--- config.mk ---
export PLATFORM = sky130hd
export DESIGN_NAME = smss_ctrl
export DESIGN_NICKNAME = d
export VERILOG_FILES = /design/src/rtl/smss_pkg.sv /design/src/rtl/smss_ctrl.sv
export SDC_FILE = /design/constraint.sdc
export NUM_CORES = 1
export LEC_CHECK = 0
export CORE_AREA = 2 2 39 41
export DETAILED_ROUTE_END_ITERATION = 16
export DIE_AREA = 0 0 41 43
export DONT_BUFFER_PORTS = 1
export GPL_ROUTABILITY_DRIVEN = 1
export GPL_TIMING_DRIVEN = 0
export PLACE_DENSITY = 0.3
export SYNTH_ARGS = -nofsm -noshare
export SYNTH_HDL_FRONTEND = slang
export SYNTH_SLANG_ARGS = --single-unit
--- constraint.sdc ---
create_clock -name clk -period 2.5 [get_ports clk]
set_input_delay 0.25 -clock clk [delete_from_list [all_inputs] [get_ports clk]]
set_output_delay 0.25 -clock clk [all_outputs]
set_load 0.02 [all_outputs]
--- src/rtl/smss_pkg.sv ---
// Shared constants, codes and control types for the sorted-matrix staircase search.
package smss_pkg;

  // Store geometry and data width
  localparam int MAX_ROWS    = 64;
  localparam int MAX_COLS    = 64;
  localparam int VALUE_WIDTH = 32;

  // Field and register widths fixed by the interface
  localparam int IDX_W  = 6;
  localparam int CFG_W  = 7;
  localparam int DATA_W = 32;
  localparam int ADDR_W = 3;

  // Derived sizes
  localparam int MEM_DEPTH = MAX_ROWS * MAX_COLS;
  localparam int MEM_AW    = (MEM_DEPTH > 1) ? $clog2(MEM_DEPTH) : 1;
  localparam int ROW_CW    = $clog2(MAX_ROWS + 1);
  localparam int COL_CW    = $clog2(MAX_COLS + 1);

  // Register indexes
  localparam logic REG_ROWS = 1'b0;
  localparam logic REG_COLS = 1'b1;

  // Input actions
  localparam logic ACT_LOAD   = 1'b0;
  localparam logic ACT_SEARCH = 1'b1;

  // Controller to datapath
  typedef struct packed {
    logic load;   // write the input beat into the store
    logic start;  // latch target and set cursors to the top-right corner
    logic step;   // advance one cell along the staircase
  } smss_cmd_t;

  // Datapath to controller
  typedef struct packed {
    logic in_range; // cursors still inside the region in use
    logic hit;      // entry under the cursors equals the target
  } smss_sts_t;

endpackage

--- src/rtl/smss_ctrl.sv ---
// Controller: input/output handshake, walk sequencing and the result register.
module smss_ctrl import smss_pkg::*; (
  input  logic      clk,
  input  logic      rst_n,
  input  logic      in_valid,
  input  logic      in_action,
  output logic      in_stall,
  output logic      out_valid,
  output logic      out_found,
  input  logic      out_stall,
  output smss_cmd_t cmd,
  input  smss_sts_t sts
);

  typedef enum logic [1:0] {
    ST_IDLE = 2'b01,
    ST_WALK = 2'b10
  } state_t;

  state_t state_r, state_nxt;
  logic   out_valid_r, out_valid_nxt;
  logic   out_found_r, out_found_nxt;
  logic   in_acc;
  logic   finish;

  // A search needs a free result slot; loads only need an idle walker
  assign in_stall = (state_r != ST_IDLE) || ((in_action == ACT_SEARCH) && out_valid_r);
  assign in_acc   = in_valid && !in_stall;

  // Walk ends on a match or on leaving the region
  assign finish = (state_r == ST_WALK) && (!sts.in_range || sts.hit);

  always_comb begin
    cmd.load  = in_acc && (in_action == ACT_LOAD);
    cmd.start = in_acc && (in_action == ACT_SEARCH);
    cmd.step  = (state_r == ST_WALK) && sts.in_range && !sts.hit;
  end

  // Next state
  always_comb begin
    state_nxt = state_r;
    case (state_r)
      ST_IDLE: begin
        if (cmd.start) state_nxt = ST_WALK;
      end
      ST_WALK: begin
        if (finish) state_nxt = ST_IDLE;
      end
      default: state_nxt = ST_IDLE;
    endcase
  end

  // Result register
  always_comb begin
    out_valid_nxt = out_valid_r;
    out_found_nxt = out_found_r;
    if (out_valid_r && !out_stall) out_valid_nxt = 1'b0;
    if (finish) begin
      out_valid_nxt = 1'b1;
      out_found_nxt = sts.in_range && sts.hit;
    end
  end

  always_ff @(posedge clk) begin
    if (!rst_n) begin
      state_r     <= ST_IDLE;
      out_valid_r <= 1'b0;
    end else begin
      state_r     <= state_nxt;
      out_valid_r <= out_valid_nxt;
    end
  end

  always_ff @(posedge clk) begin
    out_found_r <= out_found_nxt;
  end

  assign out_valid = out_valid_r;
  assign out_found = out_found_r;

  // Checks
  a_state_onehot: assert property (@(posedge clk) disable iff (!rst_n)
    $onehot(state_r)) else $error("state register not one-hot");

  a_result_after_walk: assert property (@(posedge clk) disable iff (!rst_n)
    $rose(out_valid_r) |-> $past(state_r == ST_WALK))
    else $error("result beat raised without a walk");

  a_no_pending_during_walk: assert property (@(posedge clk) disable iff (!rst_n)
    (state_r == ST_WALK) |-> !out_valid_r)
    else $error("walk running while a result is still pending");

  a_start_enters_walk: assert property (@(posedge clk) disable iff (!rst_n)
    cmd.start |=> (state_r == ST_WALK))
    else $error("search start did not enter walk");

endmodule

Word level (Yosys, flattened, before mapping)
Index checks and enable logic that the tools add are counted.
- register bits: 4
- output and inout bits: 6
- logic and storage cells: 31
- input bits: 7
- reductions and logical operators: 17
- equal/unequal tests: 5
- muxes and demuxes: 5
- bitwise logic cells: 1
- operators with widths (kind ; count):
    logical AND 1 bit ; 9
    zero test 1 bit ; 4
    two-way mux 2 bit ; 2
    != test 2 bit, second input constant ; 2
    one-hot mux 2 bit (2 select lines) ; 1
    == test 2 x 1 -> 1 bit, second input constant ; 1
    == test 2 bit, second input constant ; 1
    logical OR 1 bit ; 2
    two-way mux 1 bit ; 2
    != test 2 x 1 -> 1 bit, second input constant ; 1
    AND reduction 2 bit ; 1
    nonzero test 2 bit ; 1
    NOT 1 bit ; 1

Longest topological paths before layout
Gate-level depths: netlist of run 1.
- word-level depth: 7
- mapped depth: 3
- depth with buffers taken out: 3

Worst setup path before layout of run 1
Ideal clock, no wire load.
- kind: register to output
- start: reg state_r[1]
- end: out cmd[1] in the netlist's numbering
- data required time: 2250 ps
- arrival: 818 ps
- stages on the path, launching flop included: 3
- path buffers: 0
- slack: 1432 ps
- cells stage by stage: dfxtp_1 > nand3b_4 > nor3b_4
- RTL lines (item ; line ; RTL):
    start, declared ; smss_ctrl.sv:20 ; state_t state_r, state_nxt;
    start signal, assigned ; smss_ctrl.sv:69 ; state_r <= state_nxt;
    end, declared ; smss_ctrl.sv:11 ; output smss_cmd_t cmd,

==> results.toml, run 1 <==
[critical_path]
worstSetupPathType = "flip-flop to output pin"
rr_worst_depth = 3
worstPathArrival_ns = 1.11
worst-path-buf-inv = 0
cp_max_fo = 3
crit_cells = 2
cp_slowest_stage_delay_ns = 0.36
crit_path_end_kind = "output pin"
path_delay_family = "simple AND/OR/NAND/NOR gates"
path_cells = "nand3b_4 -> nor3b_4"
r2r_setup_slack_ns = 1.41
r2r-start = "state_r[1]$_SDFFE_PN0P_"
startpoint_type = "flip-flop"
regToRegEndpoint = "state_r[0]$_SDFFE_PN1P_"
cpMaxStageDelayCell = "nor3b_4"
critical_path_required_ns = 2.25

[timing]
rsz0062_at_grt = "no"
setup_viol = 0
tightest_slew_ns = 0.384
layout_min_cycle_time_ns = 1.36
slew-limit-headroom_pct = 74.3
slew_violations = 0
finalSetupTns_ns = 0
fmax_ghz = 0.734
hold_viol = 0
skew_ns = 0.00761
whs_ns = 0.0950
timing.final.crit_share_pct = 54.5

[clock_tree]
clock-sinks = 4
clock_latency_ns = 0.24
post_cts_buffers = 0
cts_tree = "yes"
cts_inserted_buffers = 3
cts-hold-fix-buffers = 0
cts_max_path_buffers = 2
clkTransAtPathRegs_ns = 0.04
ctsResizeCount = 0
cts.htree.levels = 1
cts-root-buf = "clkbuf_4"

[placement]
dpl_cell_area_um2 = 241
place_congestion = 0.594
port_buffers = 0

[routing]
post-route-drc-count = 0
first_pass_iters = 4
drtAntennaViolNets = 0
drtIter0Drc = 1
vias = 145
vias_per_cell = 3.82
wl_um = 438
wl_per_cell_um = 11.5

[outcome]
status = "finished clean"

[yosys]
ys_warn_count = 0
synth-edff-count = 1
post_synth_num_cell_types = 13
synth_area_um2 = 221
synthCells = 18
yosysTopAreaCellShare_pct = 27.1
ys.flop_type = "dfxtp_1"
synth_fp_nets = 25
seq_area_frac_synth_pct = 40.7
async_reset_ff_share_pct = 0
ys_top_cells_by_area = "dfxtp_1 (27%), nor3b_4 (17%), edfxtp_1 (14%), nand3b_4 (9.0%), o21a_1 (6.8%)"
syn_area_per_cell_um2 = 12.3
post-synth-top-count-cell = "dfxtp_1"
yosys-top-cells-count = "dfxtp_1 (3), and2_1 (2), nor3b_4 (2), o21a_1 (2)"
synth_area_leader_cell = "dfxtp_1"
ys_ff_latch = 4

[die]
rows = 14
coreArea_mm2 = 0.00138
die_h_um = 43
pin_count = 13
die_w_um = 41
initial_utilization_pct = 16.0
fp.dieArea_mm2 = 0.00176

[min_path]
whs_endpoint = "state_r[0]$_SDFFE_PN1P_"
min-delay-start = "rst_n"
holdPathStages = 1
worst_hold_path_type = "input pin to flip-flop"

[power]
p_int_uw = 136
power_frac_seq_pct = 39.9
power.switching_fraction_pct = 22.9
power_density_mw_per_mm2 = 658
p_leak_uw = 0.000105
ir_worst_vdd_uv = 135
power.total_uw = 176
power_switching_uw = 40.4
combPwrFrac_pct = 9.0
clkPwrFrac_pct = 51.1

[final_layout]
area_delta_synth_final_pct = 20.9
nets = 30
nFillCells = 154
drive_above_1_share_pct = 36.4
num_antenna_cells = 0
finalInstanceArea_um2 = 268

[global_route]
grt_pass1_wl_um = 655
first_global_vias = 164
overflow = 0
grt_antenna_before_repair = 0
grtUsageTotal_pct = 7.01
grt_max_degree = 5

[flow_run]
maxCapViolCount = 0
[cell usage in the layout, fill, tap and decap left out]
cell type and instances:
clkbuf_4 3, dfxtp_1 3, nor3b_4 2, and2_1 2
o21a_1 2, inv_1 1, nand2b_4 1, a21oi_2 1
nand2_1 1, nand3b_1 1, nand3b_4 1, nor2_1 1
o21ai_1 1, clkbuf_1 1, edfxtp_1 1
[through the flow]
step | cells | setup slack [ns] | utilization [%]
floorplan | 18 | 1.43 | -
global placement | 34 | 1.38 | 17.5
detailed placement | 34 | 1.37 | 17.5
CTS | 38 | 1.12 | 19.3
global route | 38 | 1.07 | 19.3
finish | 38 | 1.14 | 19.3
[power by group through the flow]
stage	Sequential, uW	Combinational [uW]	Clock (uW)
global placement	71.5	15.9	0
floorplan	71.1	15.0	0
detailed placement	71.5	16.1	0
global route	70.5	17.0	103
finish	70.4	15.8	90.0
CTS	70.4	16.1	94.8
[sequential cells by signal, summed over array words and instances (netlist names)]
| register | cells |
|---|---|
| out_valid | 1 |
| out_found | 1 |
| state_r | 2 |
[cell type report]
| cell class | count | area (um2) | area share, % |
|---|---|---|---|
| multi-input cells | 13 | 128 | 47.7 |
| inverters | 1 | 3.75 | 1.40 |
| flip-flops and latches | 4 | 90.1 | 33.6 |
| clock buffers | 4 | 26.3 | 9.81 |
| well taps | 16 | 20.0 | 7.48 |
[worst max-delay path by stage]
| stage | endpoint | slack, ns | from |
|---|---|---|---|
| 2_1_floorplan | cmd[1] | 1.43 | state_r[1]$_SDFFE_PN0P_ |
| 3_3_place_gp | cmd[1] | 1.38 | state_r[1]$_SDFFE_PN0P_ |
| 3_5_place_dp | cmd[1] | 1.37 | state_r[1]$_SDFFE_PN0P_ |
| 4_1_cts | cmd[1] | 1.12 | state_r[1]$_SDFFE_PN0P_ |
| 5_1_grt | cmd[1] | 1.07 | state_r[1]$_SDFFE_PN0P_ |
| 6_report | cmd[1] | 1.14 | state_r[1]$_SDFFE_PN0P_ |
[per-layer routing]
metal / vias to the layer above / global-route usage (%) / routed length (um)
met5: - / 0 / 0
met4: 0 / 8.00 / 0
met3: 0 / 7.33 / 66
met2: 8 / 9.38 / 239
met1: 67 / 4.47 / 132
li1: 70 / - / -
[worst reg2reg max path, cell delays in order, from the launching register on]
cell      delay (ns)
dfxtp_1         0.34
nand3b_4        0.18
nor3b_4         0.36
o21ai_1         0.09
[logic make-up after synthesis]
logic type	after synthesis	share of synthesized area, %
simple gates	9	44.6
flops	4	40.7
compound gates	4	13.0
buf+inv	1	1.69
Power figures use the tool's default switching activity.
==> run 2, diff against run 1 <==
==> constraint.sdc (replaced) <==
create_clock -name clk -period 1.35 [get_ports clk]
set_input_delay 0.135 -clock clk [delete_from_list [all_inputs] [get_ports clk]]
set_output_delay 0.135 -clock clk [all_outputs]
set_load 0.02 [all_outputs]
==> results.toml, run 2 (synthesis results as in run 1) <==
[outcome]
status = "finished clean"

[global_route]
met3_usage_pct = 6.28
grt_max_degree = 5
grt.met1_usage_pct = 5.43
grt_pass1_wl_um = 690
overflow = 0
first_global_vias = 176
grt_util_met2_pct = 9.69
grt-busiest-layer = "met2"
grt_antenna_before_repair = 0
grtUsageTotal_pct = 7.21

[power]
power.total_uw = 329
power_density_mw_per_mm2 = 1180
ir_worst_vdd_uv = 260
p_leak_uw = 0.000109

[die]
die_h_um = 43
pin_count = 13
rows = 14
coreArea_mm2 = 0.00138
initial_utilization_pct = 16.0
die_w_um = 41
fp.dieArea_mm2 = 0.00176

[critical_path]
crit_path_start = "state_r[1]$_SDFFE_PN0P_"
rr_worst_depth = 3
cp_slowest_stage_delay_ns = 0.36
cpMaxStageDelayCell = "nor3b_4"
worstSetupPathType = "flip-flop to output pin"
critical_path_required_ns = 1.22
path_delay_family = "simple AND/OR/NAND/NOR gates"
worst-path-buf-inv = 0
crit_cells = 2
startpoint_type = "flip-flop"
crit_end = "cmd[1]"
path_cells = "nand3b_4 -> nor3b_4"
worstPathArrival_ns = 1.11
crit_path_end_kind = "output pin"
r2r-start = "state_r[1]$_SDFFE_PN0P_"
regToRegEndpoint = "state_r[0]$_SDFFE_PN1P_"
r2r_setup_slack_ns = 0.26
cp_max_fo = 3

[timing]
hold_viol = 0
tightest_slew_ns = 0.384
skew_ns = 0.00739
layout_min_cycle_time_ns = 1.25
finalSetupTns_ns = 0
rsz0062_at_grt = "no"
timing.final.crit_share_pct = 92.3
timing.final.ws_setup_ns = 0.104
fmax_ghz = 0.802
slew_violations = 0
setup_viol = 0
slew-limit-headroom_pct = 74.3

[routing]
first_pass_iters = 4
vias = 148
drtAntennaViolNets = 0
wl_um = 449
vias_per_cell = 3.79
wl_per_cell_um = 11.5
post-route-drc-count = 0
drtIter0Drc = 1

[clock_tree]
ctsResizeCount = 0
cts-root-buf = "clkbuf_4"
cts.htree.levels = 1
clock-sinks = 4
clkTransAtPathRegs_ns = 0.04
post_cts_buffers = 0
cts-hold-fix-buffers = 1
clock_latency_ns = 0.24
cts_inserted_buffers = 3
cts_tree = "yes"
cts_max_path_buffers = 2

[placement]
port_buffers = 0
preCtsSetupSlack_ns = 0.250
place_congestion = 0.594

[final_layout]
largest_reg_flops = 2
drive_above_1_share_pct = 34.8
top_register = "state_r"
area_delta_synth_final_pct = 25.4
final_cell_mix = "clkbuf_4 (3), dfxtp_1 (3), nor3b_4 (2), and2_1 (2), o21a_1 (2)"
num_antenna_cells = 0
nets = 31

[min_path]
worst_hold_path_type = "input pin to flip-flop"

[flow_run]
maxCapViolCount = 0
## run 2: cell types whose count changed in the layout (fill, tap and decap cells not counted)
cell / before / now
dlygate4sd3_1: 0 / 1
## run 2: cell type report
class	count	area, um2
multi-input cells	13	128
fillers	153	1110
repair buffers	1	10.0
inverters	1	3.75
clock buffers	4	26.3
flip-flops and latches	4	90.1
well taps	16	20.0
## run 2: worst min-delay path by stage
stage	to	startpoint	slack, ns	cells after the start
after floorplan	state_r[0]$_SDFFE_PN1P_	rst_n	0.21	1
after global placement	state_r[0]$_SDFFE_PN1P_	rst_n	0.22	1
after detailed placement	state_r[0]$_SDFFE_PN1P_	rst_n	0.22	1
after CTS	out_valid$_SDFFE_PN0P_	rst_n	0.002	1
after global routing	out_valid$_SDFFE_PN0P_	rst_n	0.003	1
final	out_valid$_SDFFE_PN0P_	rst_n	0.01	1
## run 2: metal layers
metal / wire (um) / up-vias
met3: 61 / 0
met5: 0 / -
li1: - / 72
met2: 244 / 8
met1: 142 / 68
met4: 0 / 0
## run 2: metrics by stage
stage / cells / hold WS [ns] / util [%] / instance area (um2)
2_1_floorplan: 18 / 0.215 / - / 221
3_3_place_gp: 34 / 0.219 / 17.5 / 241
3_5_place_dp: 34 / 0.222 / 17.5 / 241
4_1_cts: 39 / 0.00174 / 20.1 / 278
5_1_grt: 39 / 0.00339 / 20.1 / 278
6_report: 39 / 0.0120 / 20.1 / 278
## run 2: report_power, final
| part | internal, uW | total (uW) | switching [uW] |
|---|---|---|---|
| clock | 111 | 167 | 55.8 |
| sequential | 126 | 130 | 3.94 |
| combinational | 15.7 | 31.6 | 15.9 |
| total | 253 | 329 | 75.6 |
